<file path="config.mk">
export PLATFORM = sky130hd
export DESIGN_NAME = packbits_to_glyph_code_stream
export DESIGN_NICKNAME = d
export VERILOG_FILES = /design/src/rtl/pbg_pkg.sv /design/src/rtl/pbg_front.sv /design/src/rtl/pbg_fifo.sv /design/src/rtl/pbg_back.sv /design/src/rtl/packbits_to_glyph_code_stream.sv
export SDC_FILE = /design/constraint.sdc
export NUM_CORES = 1
export LEC_CHECK = 0
export BUFFER_PORTS_ARGS = -buffer_cell sky130_fd_sc_hd__buf_4
export CELL_PAD_IN_SITES_DETAIL_PLACEMENT = 0
export CELL_PAD_IN_SITES_GLOBAL_PLACEMENT = 1
export CORE_AREA = 3 3 181 183
export CTS_BUF_LIST = sky130_fd_sc_hd__clkbuf_16
export CTS_CLUSTER_DIAMETER = 40
export DETAILED_ROUTE_END_ITERATION = 8
export DIE_AREA = 0 0 184 186
export GPL_TIMING_DRIVEN = 1
export PLACE_DENSITY = 0.58
export SYNTH_ARGS = -nofsm -noshare
export SYNTH_HDL_FRONTEND = slang
export SYNTH_SLANG_ARGS = --single-unit
</file>
<file path="constraint.sdc">
create_clock -name aclk -period 13.82 [get_ports aclk]
set_input_delay 2.073 -clock aclk [delete_from_list [all_inputs] [get_ports aclk]]
set_output_delay 2.073 -clock aclk [all_outputs]
set_load 0.05 [all_outputs]
</file>
<file path="src/rtl/pbg_pkg.sv">
// ----------------------------------------------------------------------------
// pbg_pkg
// Shared types and constants for the run-length pixel to glyph code stream
// decoder: port payloads, the front-to-back queue item and register codes.
// ----------------------------------------------------------------------------
`default_nettype none

package pbg_pkg;

    // Configuration register indexes
    localparam int CFG_IDX_W  = 1;
    localparam int CFG_DATA_W = 10;
    localparam logic [CFG_IDX_W-1:0] REG_BYTES_PER_ROW  = 1'b0;
    localparam logic [CFG_IDX_W-1:0] REG_ROWS_PER_IMAGE = 1'b1;

    // Register reset values
    localparam logic [7:0] BYTES_PER_ROW_RST  = 8'd72;
    localparam logic [9:0] ROWS_PER_IMAGE_RST = 10'd720;

    // Decode constants
    localparam logic [7:0] SPACE_CODE      = 8'd128;
    localparam logic [7:0] MIN_ROW_BYTES   = 8'd16;
    localparam logic [7:0] REPEAT_HDR_MIN  = 8'h80;
    localparam logic [8:0] REPEAT_BASE     = 9'h101;

    // Default depth of the queue between front and back
    localparam int QUEUE_DEPTH_DEF = 4;

    // Input channel payload
    typedef struct packed {
        logic [7:0] data_byte;
        logic       image_start;
    } pbg_in_t;

    // Result channel payload
    typedef struct packed {
        logic       set_family;
        logic       family_value;
        logic [7:0] code_byte;
        logic [7:0] run_length;
        logic       row_end;
        logic       image_end;
        logic       last_result;
    } pbg_out_t;

    // One decoded pixel run handed from front to back
    typedef struct packed {
        logic [7:0] pixel;
        logic [7:0] count;
        logic       clear;
    } pbg_item_t;

endpackage

`default_nettype wire

</file>
<file path="src/rtl/pbg_front.sv">
// ----------------------------------------------------------------------------
// pbg_front
// Run-length header decoder. Turns the compressed byte stream into pixel
// runs (pixel, count) and forwards a pending image clear with the next run.
// ----------------------------------------------------------------------------
`default_nettype none

module pbg_front
    import pbg_pkg::*;
(
    input  wire logic      aclk,
    input  wire logic      aresetn,
    input  wire logic      in_valid,
    input  wire pbg_in_t   in_data,
    output logic           push,
    output pbg_item_t      push_item
);

    localparam logic [1:0] MODE_HEADER  = 2'd0;
    localparam logic [1:0] MODE_LITERAL = 2'd1;
    localparam logic [1:0] MODE_REPEAT  = 2'd2;

    logic [1:0] mode_reg, mode_next;
    logic [6:0] lit_reg, lit_next;
    logic [7:0] rep_reg, rep_next;
    logic       clr_pend_reg, clr_pend_next;

    logic [1:0] mode_eff;
    logic [6:0] lit_eff;
    logic [8:0] rep_calc;
    logic       clr_now;

    assign clr_now  = clr_pend_reg | in_data.image_start;
    assign mode_eff = in_data.image_start ? MODE_HEADER : mode_reg;
    assign lit_eff  = in_data.image_start ? 7'd0 : lit_reg;
    assign rep_calc = REPEAT_BASE - {1'b0, in_data.data_byte};

    // Decode one accepted byte
    always_comb begin
        mode_next       = mode_reg;
        lit_next        = lit_reg;
        rep_next        = rep_reg;
        clr_pend_next   = clr_pend_reg;
        push            = 1'b0;
        push_item.pixel = in_data.data_byte;
        push_item.count = 8'd1;
        push_item.clear = clr_now;
        if (in_valid) begin
            unique case (mode_eff)
                MODE_LITERAL: begin
                    push          = 1'b1;
                    clr_pend_next = 1'b0;
                    if (lit_eff == 7'd0) begin
                        mode_next = MODE_HEADER;
                    end else begin
                        lit_next = lit_eff - 7'd1;
                    end
                end
                MODE_REPEAT: begin
                    push            = 1'b1;
                    push_item.count = rep_reg;
                    clr_pend_next   = 1'b0;
                    mode_next       = MODE_HEADER;
                end
                default: begin
                    clr_pend_next = clr_now;
                    if (in_data.data_byte < REPEAT_HDR_MIN) begin
                        lit_next  = in_data.data_byte[6:0];
                        mode_next = MODE_LITERAL;
                    end else begin
                        rep_next  = rep_calc[7:0];
                        mode_next = MODE_REPEAT;
                    end
                end
            endcase
        end
    end

    always_ff @(posedge aclk) begin
        if (!aresetn) begin
            mode_reg     <= MODE_HEADER;
            lit_reg      <= 7'd0;
            rep_reg      <= 8'd0;
            clr_pend_reg <= 1'b0;
        end else begin
            mode_reg     <= mode_next;
            lit_reg      <= lit_next;
            rep_reg      <= rep_next;
            clr_pend_reg <= clr_pend_next;
        end
    end

endmodule

`default_nettype wire

</file>
<file path="src/rtl/pbg_fifo.sv">
// ----------------------------------------------------------------------------
// pbg_fifo
// Short queue of pixel runs between the decoder front and the run splitter.
// Head entry is presented combinationally from the storage registers.
// ----------------------------------------------------------------------------
`default_nettype none

module pbg_fifo
    import pbg_pkg::*;
#(
    parameter int DEPTH = QUEUE_DEPTH_DEF
) (
    input  wire logic      aclk,
    input  wire logic      aresetn,
    input  wire logic      push,
    input  wire pbg_item_t push_item,
    output logic           full,
    input  wire logic      pop,
    output logic           head_valid,
    output pbg_item_t      head_item
);

    localparam int PTR_W = (DEPTH > 1) ? $clog2(DEPTH) : 1;
    localparam int CNT_W = $clog2(DEPTH + 1);

    pbg_item_t          store_reg [DEPTH];
    logic [PTR_W-1:0]   wr_ptr_reg, rd_ptr_reg;
    logic [CNT_W-1:0]   count_reg;

    assign full       = (count_reg == CNT_W'(DEPTH));
    assign head_valid = (count_reg != '0);
    assign head_item  = store_reg[rd_ptr_reg];

    // Write entry
    always_ff @(posedge aclk) begin
        if (push) begin
            store_reg[wr_ptr_reg] <= push_item;
        end
    end

    // Advance pointers and occupancy
    always_ff @(posedge aclk) begin
        if (!aresetn) begin
            wr_ptr_reg <= '0;
            rd_ptr_reg <= '0;
            count_reg  <= '0;
        end else begin
            if (push) begin
                wr_ptr_reg <= (wr_ptr_reg == PTR_W'(DEPTH - 1)) ? '0 : wr_ptr_reg + 1'b1;
            end
            if (pop) begin
                rd_ptr_reg <= (rd_ptr_reg == PTR_W'(DEPTH - 1)) ? '0 : rd_ptr_reg + 1'b1;
            end
            if (push && !pop) begin
                count_reg <= count_reg + 1'b1;
            end else if (pop && !push) begin
                count_reg <= count_reg - 1'b1;
            end
        end
    end

endmodule

`default_nettype wire

</file>
<file path="src/rtl/pbg_back.sv">
// ----------------------------------------------------------------------------
// pbg_back
// Run splitter. Takes pixel runs from the queue, maps them to glyph codes,
// cuts them at row ends, flags the image end and drives the output register.
// ----------------------------------------------------------------------------
`default_nettype none

module pbg_back
    import pbg_pkg::*;
(
    input  wire logic      aclk,
    input  wire logic      aresetn,
    input  wire logic [7:0] bytes_per_row,
    input  wire logic [9:0] rows_per_image,
    input  wire logic      head_valid,
    input  wire pbg_item_t head_item,
    output logic           pop,
    output logic           out_valid,
    input  wire logic      out_ready,
    output pbg_out_t       out_data
);

    // Active run
    logic       act_valid_reg;
    logic       act_first_reg;
    logic       act_clr_reg;
    logic [7:0] act_pix_reg;
    logic [7:0] act_rem_reg;

    // Image position and family
    logic [7:0] col_reg;
    logic [9:0] row_reg;
    logic       fam_reg;
    logic       done_reg;

    // Output register
    logic       out_valid_reg;
    pbg_out_t   out_data_reg;

    logic [7:0] col_eff;
    logic [9:0] row_eff;
    logic       done_eff;
    logic [7:0] width;
    logic [7:0] room;
    logic [7:0] piece;
    logic [7:0] rem_left;
    logic [9:0] row_inc;
    logic       rend, iend;
    logic       slot_free, drop, emit, advance, finish;
    logic       pix_nz, fam_new, setf;
    pbg_out_t   res;

    assign col_eff  = act_clr_reg ? 8'd0 : col_reg;
    assign row_eff  = act_clr_reg ? 10'd0 : row_reg;
    assign done_eff = act_clr_reg ? 1'b0 : done_reg;

    // Size the next piece against the room left in the row
    assign width    = (bytes_per_row < MIN_ROW_BYTES) ? MIN_ROW_BYTES : bytes_per_row;
    assign room     = (width > col_eff) ? width - col_eff : 8'd1;
    assign piece    = (act_rem_reg < room) ? act_rem_reg : room;
    assign rend     = (piece == room);
    assign row_inc  = row_eff + 10'd1;
    assign iend     = rend && (row_inc >= rows_per_image);
    assign rem_left = act_rem_reg - piece;

    // Handshake between active run, queue and output register
    assign slot_free = !out_valid_reg || out_ready;
    assign drop      = done_eff;
    assign emit      = act_valid_reg && !drop && slot_free;
    assign advance   = act_valid_reg && (drop || slot_free);
    assign finish    = drop || iend || (rem_left == 8'd0);
    assign pop       = head_valid && (!act_valid_reg || (advance && finish));

    // Family switch on the first piece of a nonzero pixel
    assign pix_nz  = |act_pix_reg;
    assign fam_new = (act_first_reg && pix_nz) ? act_pix_reg[7] : fam_reg;
    assign setf    = act_first_reg && pix_nz && (act_pix_reg[7] != fam_reg);

    always_comb begin
        res.set_family   = setf;
        res.family_value = fam_new;
        res.code_byte    = pix_nz ? {1'b0, act_pix_reg[6:0]} : SPACE_CODE;
        res.run_length   = piece;
        res.row_end      = rend;
        res.image_end    = iend;
        res.last_result  = finish;
    end

    // Active run and position state
    always_ff @(posedge aclk) begin
        if (!aresetn) begin
            act_valid_reg <= 1'b0;
            act_first_reg <= 1'b0;
            act_clr_reg   <= 1'b0;
            act_rem_reg   <= 8'd0;
            col_reg       <= 8'd0;
            row_reg       <= 10'd0;
            fam_reg       <= 1'b0;
            done_reg      <= 1'b0;
        end else begin
            if (emit) begin
                col_reg  <= rend ? 8'd0 : col_eff + piece;
                row_reg  <= rend ? row_inc : row_eff;
                done_reg <= iend;
                fam_reg  <= fam_new;
            end
            if (pop) begin
                act_valid_reg <= 1'b1;
                act_first_reg <= 1'b1;
                act_clr_reg   <= head_item.clear;
                act_rem_reg   <= head_item.count;
            end else begin
                if (emit) begin
                    act_first_reg <= 1'b0;
                    act_clr_reg   <= 1'b0;
                    act_rem_reg   <= rem_left;
                end
                if (advance && finish) begin
                    act_valid_reg <= 1'b0;
                end
            end
        end
    end

    // Pixel of the active run
    always_ff @(posedge aclk) begin
        if (pop) begin
            act_pix_reg <= head_item.pixel;
        end
    end

    // Hold a result until the transfer completes
    always_ff @(posedge aclk) begin
        if (!aresetn) begin
            out_valid_reg <= 1'b0;
        end else if (emit) begin
            out_valid_reg <= 1'b1;
        end else if (out_ready) begin
            out_valid_reg <= 1'b0;
        end
    end

    always_ff @(posedge aclk) begin
        if (emit) begin
            out_data_reg <= res;
        end
    end

    assign out_valid = out_valid_reg;
    assign out_data  = out_data_reg;

endmodule

`default_nettype wire

</file>
<file path="src/rtl/packbits_to_glyph_code_stream.sv">
// A byte's first result passes the run queue, active run and output registers to m_valid.
// Throughput: one input byte per cycle while the run queue is not full; a pixel run
// leaves as one result per cycle per row piece while m_ready is high, so runs that
// cross row ends hold the splitter longer. The 4-entry run queue lets the decoder
// keep taking bytes meanwhile. Reset (aresetn low, synchronous) empties queue and
// output and restores the register defaults 72 bytes per row and 720 rows per image.
// ----------------------------------------------------------------------------
// packbits_to_glyph_code_stream
// Decodes a run-length compressed pixel stream into runs of glyph codes,
// split at row ends and flagged at the end of the image.
// ----------------------------------------------------------------------------
`default_nettype none

module packbits_to_glyph_code_stream
    import pbg_pkg::*;
#(
    parameter int QUEUE_DEPTH = QUEUE_DEPTH_DEF
) (
    input  wire logic                  aclk,
    input  wire logic                  aresetn,
    input  wire logic                  cfg_we,
    input  wire logic [CFG_IDX_W-1:0]  cfg_index,
    input  wire logic [CFG_DATA_W-1:0] cfg_data,
    input  wire logic                  s_valid,
    output logic                       s_ready,
    input  wire pbg_in_t               s_data,
    output logic                       m_valid,
    input  wire logic                  m_ready,
    output pbg_out_t                   m_data
);

    logic [7:0] bytes_per_row_reg;
    logic [9:0] rows_per_image_reg;

    logic       q_full, q_push, q_pop, q_head_valid;
    pbg_item_t  q_push_item, q_head_item;
    logic       in_xfer;

    // Configuration registers
    always_ff @(posedge aclk) begin
        if (!aresetn) begin
            bytes_per_row_reg  <= BYTES_PER_ROW_RST;
            rows_per_image_reg <= ROWS_PER_IMAGE_RST;
        end else if (cfg_we) begin
            unique case (cfg_index)
                REG_BYTES_PER_ROW:  bytes_per_row_reg  <= cfg_data[7:0];
                REG_ROWS_PER_IMAGE: rows_per_image_reg <= cfg_data[9:0];
                default: ;
            endcase
        end
    end

    assign s_ready = !q_full;
    assign in_xfer = s_valid && s_ready;

    pbg_front u_front (
        .aclk      (aclk),
        .aresetn   (aresetn),
        .in_valid  (in_xfer),
        .in_data   (s_data),
        .push      (q_push),
        .push_item (q_push_item)
    );

    pbg_fifo #(
        .DEPTH (QUEUE_DEPTH)
    ) u_fifo (
        .aclk       (aclk),
        .aresetn    (aresetn),
        .push       (q_push),
        .push_item  (q_push_item),
        .full       (q_full),
        .pop        (q_pop),
        .head_valid (q_head_valid),
        .head_item  (q_head_item)
    );

    pbg_back u_back (
        .aclk           (aclk),
        .aresetn        (aresetn),
        .bytes_per_row  (bytes_per_row_reg),
        .rows_per_image (rows_per_image_reg),
        .head_valid     (q_head_valid),
        .head_item      (q_head_item),
        .pop            (q_pop),
        .out_valid      (m_valid),
        .out_ready      (m_ready),
        .out_data       (m_data)
    );

endmodule

`default_nettype wire

</file>
Word level (Yosys, flattened, before mapping)
Memory sizes are Yosys's and may differ from the RTL's. A register that Yosys moved wholly into a read port is not among the register bits.
Index checks and enable logic that the tools add are counted.
- register bits: 104
- RAM bits: 68
- input bits: 25
- output and inout port bits: 23
- memories: 1
- add/sub/neg operators: 10
- magnitude comparators: 5
- equality and inequality tests: 9
- multiplexer cells: 40
- bitwise gates (word level): 5
- reductions and logical operators: 37
- memories (memory ; depth ; bits a word ; read ports ; clocked after memory_dff ; write ports ; line ; RTL):
    u_fifo.store_reg ; 4 ; 17 ; 1 ; 1 ; 1 ; pbg_fifo.sv:26 ; pbg_item_t store_reg [DEPTH];
- operator list (cell ; count):
    two-way mux 8 bit ; 10
    two-way mux 7 bit ; 3
    two-way mux 10 bit ; 2
    subtractor 8 bit ; 2
    two-way mux 1 bit ; 14
    two-way mux 2 bit ; 7
    one-hot mux 7 bit (2 select lines) ; 1
    logical AND 1 bit ; 11
    adder 10 x 1 -> 10 bit (second input constant) ; 1
    >= comparator 10 bit ; 1
    nonzero test 2 bit ; 5
    adder 8 bit ; 1
    equality test 8 bit ; 1
    greater-than comparator 8 bit ; 1
    zero test 8 bit ; 1
    less-than comparator 8 x 5 -> 1 bit (second input constant) ; 1
    less-than comparator 8 bit ; 1
    less-than comparator 8 bit (second input constant) ; 1
    OR reduction 8 bit ; 1
    subtractor 1 x 8 -> 8 bit (first input constant) ; 1
    zero test 7 bit ; 1
    subtractor 7 x 1 -> 7 bit (second input constant) ; 1
    equality test 2 bit (second input constant) ; 3
    zero test 1 bit ; 6
    other kinds (18) ; 29

Depth between registers and ports, before layout
- word-level depth: 16
- mapped depth: 40
- gate-level depth less buffers: 36

Modules after synthesis
A second synthesis with hierarchy kept.
- cells, all modules: 929
- area, all modules: 9784.4 µm²
- modules (own cells, without submodules) (module ; instances ; cells an instance ; area each (µm²) ; seq. area each (µm²)):
    pbg_back ; 1 ; 566 ; 4926.0 ; 1511.4
    pbg_fifo ; 1 ; 133 ; 2951.6 ; 2222.1
    pbg_front ; 1 ; 150 ; 1171.1 ; 360.3
    packbits_to_glyph_code_stream ; 1 ; 80 ; 735.7 ; 360.3

Worst setup path after synthesis
OpenSTA, ideal clock, no wires.
- path kind: register -> register
- start point: reg u_back.act_clr_reg
- end point: reg u_fifo.count_reg[2]
- data arrival time: 7.697 ns
- required time: 13.744 ns
- path slack: 6.047 ns
- stages on the path, launching flop included: 37
- path buffers: 5
- period minus slack after synthesis: 7.773 ns
- cell sequence: dfxtp_1 -> clkbuf_1 -> clkbuf_1 -> nand2b_1 -> ha_1 -> a211oi_1 -> o21bai_2 -> o21a_2 -> and2_0 -> buf_2 -> inv_1 -> ha_1 -> a21oi_1 -> o21ai_0 -> a221oi_1 -> nand2_1 -> clkbuf_1 -> a31oi_1 -> ha_1 -> inv_1 -> ha_1 -> clkbuf_1 -> or2_2 -> a221oi_2 -> nand2_1 -> a211o_1 -> a32oi_1 -> xnor2_1 -> or4b_4 -> o21ai_4 -> inv_4 -> ha_1 -> inv_1 -> fa_1 -> xor2_1 -> or3_1 -> a21boi_0
- longest elaborated chain between the ends: 15
- elaborated cells between the ends (all ways): 26
- classes of those cells: 3 x add/sub; 3 x order compare; 1 x eq/ne; 6 x mux; 13 x reduce/logical
- ends and longest elaborated chain (what ; line ; RTL):
    from (decl) ; pbg_back.sv:26 ; logic act_clr_reg;
    from (signal assigned) ; pbg_back.sv:110 ; act_clr_reg <= head_item.clear;
    two-way mux 8 bit (*) ; pbg_back.sv:53 ; assign col_eff = act_clr_reg ? 8'd0 : col_reg;
    subtractor 8 bit or greater-than comparator 8 bit (tied branches) ; pbg_back.sv:59 ; assign room = (width > col_eff) ? width - col_eff : 8'd1;
    two-way mux 8 bit (*) ; pbg_back.sv:59 ;
    less-than comparator 8 bit ; pbg_back.sv:60 ; assign piece = (act_rem_reg < room) ? act_rem_reg : room;
    two-way mux 8 bit (*) ; pbg_back.sv:60 ;
    net u_back.piece[0] ; pbg_back.sv:45 ; logic [7:0] piece;
    branches (longest 3 deep; another with subtractor 8 bit) ; n/a ;
    logical OR 1 bit (*) ; pbg_back.sv:71 ; assign finish = drop || iend || (rem_left == 8'd0);
    logical AND 1 bit (*) ; pbg_back.sv:72 ; assign pop = head_valid && (!act_valid_reg || (advance && finish));
    logical OR 1 bit (*) ; pbg_back.sv:72 ;
    logical AND 1 bit (*) ; pbg_back.sv:72 ;
    net q_pop ; packbits_to_glyph_code_stream.sv:35 ; logic q_full, q_push, q_pop, q_head_valid;
    zero test 1 bit ; pbg_fifo.sv:54 ; if (push && !pop) begin
    logical AND 1 bit ; pbg_fifo.sv:54 ;
    two-way mux 3 bit or nonzero test 2 bit (tied branches) ; n/a ;
    to (signal assigned) ; pbg_fifo.sv:55 ; count_reg <= count_reg + 1'b1;
    to (signal assigned) ; pbg_fifo.sv:57 ; count_reg <= count_reg - 1'b1;
    to (decl) ; pbg_fifo.sv:28 ; logic [CNT_W-1:0] count_reg;
Mark *: on every way through the listed nets, which the timed path passes.
A chain may end at the register's enable or synchronous reset.

Final worst setup path
- start point: reg bytes_per_row_reg[5]
- end point: reg u_fifo.count_reg[2]
- longest elaborated chain between the ends: 16
- elaborated cells between the ends (all ways): 21
- classes of those cells: 2 x add/sub; 3 x order compare; 1 x eq/ne; 4 x mux; 11 x reduce/logical
- ends and longest elaborated chain (what ; line ; RTL):
    from (decl) ; packbits_to_glyph_code_stream.sv:32 ; logic [7:0] bytes_per_row_reg;
    from (signal assigned) ; packbits_to_glyph_code_stream.sv:46 ; REG_BYTES_PER_ROW: bytes_per_row_reg <= cfg_data[7:0];
    less-than comparator 8 x 5 -> 1 bit ; pbg_back.sv:58 ; assign width = (bytes_per_row < MIN_ROW_BYTES) ? MIN_ROW_BYTES : bytes_per_row;
    two-way mux 8 bit (*) ; pbg_back.sv:58 ;
    subtractor 8 bit or greater-than comparator 8 bit (tied branches) ; pbg_back.sv:59 ;
    two-way mux 8 bit (*) ; pbg_back.sv:59 ;
    less-than comparator 8 bit ; pbg_back.sv:60 ;
    two-way mux 8 bit (*) ; pbg_back.sv:60 ;
    net u_back.piece[0] ; pbg_back.sv:45 ;
    branches (longest 3 deep; another with subtractor 8 bit) ; n/a ;
    logical OR 1 bit (*) ; pbg_back.sv:71 ;
    logical AND 1 bit (*) ; pbg_back.sv:72 ;
    logical OR 1 bit (*) ; pbg_back.sv:72 ;
    logical AND 1 bit (*) ; pbg_back.sv:72 ;
    net q_pop ; packbits_to_glyph_code_stream.sv:35 ;
    zero test 1 bit ; pbg_fifo.sv:54 ;
    logical AND 1 bit ; pbg_fifo.sv:54 ;
    two-way mux 3 bit or nonzero test 2 bit (tied branches) ; n/a ;
Marked as above.

==> flow_metrics.tcl <==
set metrics [dict create \
    status "complete, no violations" \
    cp-start-kind "flop" \
    ys_ff_latch 174 \
    wirelength_um 22360 \
    cts_resized 0 \
    cp-end-kind "flop" \
    wl_per_cell_um 16.56 \
    rows 65 \
    layout-drive-gt1-share 0.1276 \
    cts_root_buffer "clkbuf_16" \
    via_per_inst 4.930 \
    clkTransAtPathRegs_ns 0.07 \
    cts.sinks 174 \
    clock_path_buffers 2 \
    post_cts_buffers 0 \
    dp.final_hpwl_um 15950 \
    synth_fp_nets 989 \
    diodes 0 \
    crit_top_cell "ha_1" \
    pwr_density_cell_nw_per_um2 253.8 \
    ir_worst_vdd_mv 0.1044 \
    netSwitchingFraction 0.4613 \
    clock_skew_ns 0.008850 \
    synth.distinct_cells 82 \
    synth_area_um2 9369 \
    pwr-share-comb 0.569 \
    synth_top_flop_cell "edfxtp_1" \
    place.gp.congestion 0.8792 \
    grt_pass1_wl_um 35800 \
    internal-power_mw 1.448 \
    cts_buffers 17 \
    syn_area_per_cell_um2 10.24 \
    slowest_delay_ns 0.60 \
    core_area_um2 31390 \
    dieHeight_um 186 \
    sequentialPowerShare 0.269 \
    min_path_type "reg2reg" \
    synth-edff-count 97 \
    cp.required_ns 14.17 \
    clk_latency_ns 0.43 \
    ant_nets 0 \
    synth_top_cell_by_area "edfxtp_1" \
    syn_inst 915 \
    arrival_ns 9.25 \
    cts_tree "built" \
    die_w_um 184 \
    grt_start_max_net_pins 85 \
    stdcell_count 1350 \
    crit_slowest_cell "or4b_4" \
    drc 0 \
    rsz0062_at_grt "no" \
    synthArstFlopShare 0 \
    ys_seq_area_frac 0.4754 \
    dp.cells 1318 \
    critPathMaxFanout 15 \
    vias 6656 \
    p_sw_mw 1.240 \
    hold_viol_final 0 \
    ctsHoldBuffers 0 \
    setup-tns-final_ns 0 \
    slew-limit-headroom 0.3231 \
    cellLeakagePower_nw 3.954 \
    synth_top_cell_area_share 0.3109 \
    portBuffers 47 \
    nNetsFinal 1009 \
    yosys_warnings 0 \
    clkPwrFrac 0.162 \
    period_share 0.6440 \
    grt_pass1_vias 6345 \
    worstSetupPathType "reg2reg" \
    design.die.area_um2 34220 \
    first_pass_iters 5 \
    period_minus_slack_ns 8.900 \
    final_util 0.3373 \
    tightest_slew_ns 1.015 \
    area.growth.synth_to_final_pct 13.03 \
    drtIter0Drc 503 \
    synth_area_leaders "edfxtp_1 (31%), dfxtp_1 (16%), ha_1 (6.3%)" \
    finalSetupViolations 0 \
    slew_violations 0 \
    grt-ovfl-total 0 \
    max_cap_violations 0 \
    initial_core_util 0.2984 \
    antenna_found_initial 0 \
    design.portCount 48 \
    grt_usage 0.1328 \
    max_clock_freq_mhz 112.4 \
    largest_reg_flops 68 \
    htreeDepth 4 \
]
layout make-up:
cell class | instances | area [um2]
Tap cell | 402 | 503.0
Sequential cell | 174 | 4454
Clock buffer | 17 | 425.4
Clock inverter | 15 | 97.59
Timing Repair Buffer | 52 | 390.4
Multi-Input combinational cell | 648 | 4559
Fill cell | 3188 | 20800
Inverter | 42 | 160.2
cells in the final DEF, fill, tap and decap left out, types with 18 or more instances in the layout:
| cell | instances |
|---|---|
| dfxtp_1 | 77 |
| buf_4 | 52 |
| ha_1 | 47 |
| a21oi_1 | 43 |
| nand3_1 | 23 |
| o21ai_0 | 54 |
| nand2b_1 | 18 |
| nor2_1 | 39 |
| nand2_1 | 104 |
| nor2b_1 | 39 |
| inv_1 | 42 |
| mux2i_1 | 18 |
| and2_1 | 18 |
| edfxtp_1 | 97 |
| a21boi_0 | 22 |
| xnor2_1 | 21 |
power groups by stage:
stage	Clock, mW	Sequential [mW]	Combinational (mW)
finish	0.435	0.723	1.53
global route	0.471	0.735	1.69
CTS	0.451	0.725	1.53
detailed placement	0	0.735	1.53
global placement	0	0.735	1.54
floorplan	0	0.809	1.07
metrics by stage:
stage / hold slack (ns) / area [um2] / setup slack, ns / power (mW)
2_1_floorplan: 0.4326 / 9369 / 6.047 / 1.877
3_3_place_gp: 0.4261 / 10070 / 5.197 / 2.270
3_5_place_dp: 0.4343 / 10070 / 4.989 / 2.262
4_1_cts: 0.4501 / 10590 / 4.952 / 2.708
5_1_grt: 0.4700 / 10590 / 4.079 / 2.895
6_report: 0.4488 / 10590 / 4.920 / 2.688
worst max-delay path, delay by kind of cell, from the launching register on:
| kind | cells | cell delay [ns] |
|---|---|---|
| flip-flops | 1 | 0.33 |
| AND/OR/NAND/NOR | 8 | 2.48 |
| AO/OA/AOI/OAI | 10 | 2.99 |
| buffers and inverters | 4 | 0.33 |
| XOR/XNOR | 3 | 0.69 |
| adder cells (fa/ha/maj) | 7 | 1.98 |
final timing paths:
path / startpoint / end / slack [ns] / cells after the start
max: bytes_per_row_reg[5] / u_fifo.count_reg[2] / 4.92 / 32
min: u_back.act_pix_reg[5] / u_back.out_data[16] / 0.45 / 0
max reg2reg: bytes_per_row_reg[5] / u_fifo.count_reg[2] / 4.92 / 32
min reg2reg: u_back.act_pix_reg[5] / u_back.out_data[16] / 0.45 / 0
synth_stat cells, drive strengths merged (5+ instances only):
library cell and n:
nand2 104, edfxtp 97, dfxtp 77, o21ai 60, clkbuf 47, ha 47
a21oi 43, inv 41, nor2 40, nor2b 39, a21boi 24, nand3 23
and2 22, xnor2 21, mux2i 18, nand2b 18, mux4 17, nor3 14
o211ai 14, and3 13, xor2 11, a21o 10, a22oi 10, a31oi 9
or3 8, a211oi 7, nor4 5, o211a 5, or2 5
logic make-up after synthesis:
group / after synthesis / synth area share
AOI/OAI and AO/OA: 216 / 0.1533
xor gates and xnor gates: 32 / 0.02991
adders and majority gates: 52 / 0.07038
buffers and inverters: 93 / 0.03819
DFF: 174 / 0.4754
muxes: 38 / 0.06410
and+or+nand+nor: 310 / 0.1687
per-layer routing:
metal	GRT usage	up-vias	wire (um)
li1	-	3365	-
met2	0.2097	74	10360
met4	0.03961	0	313
met1	0.1893	3197	11250
met3	0.01935	20	437
met5	0	-	0
Power figures use the tool's default switching activity.
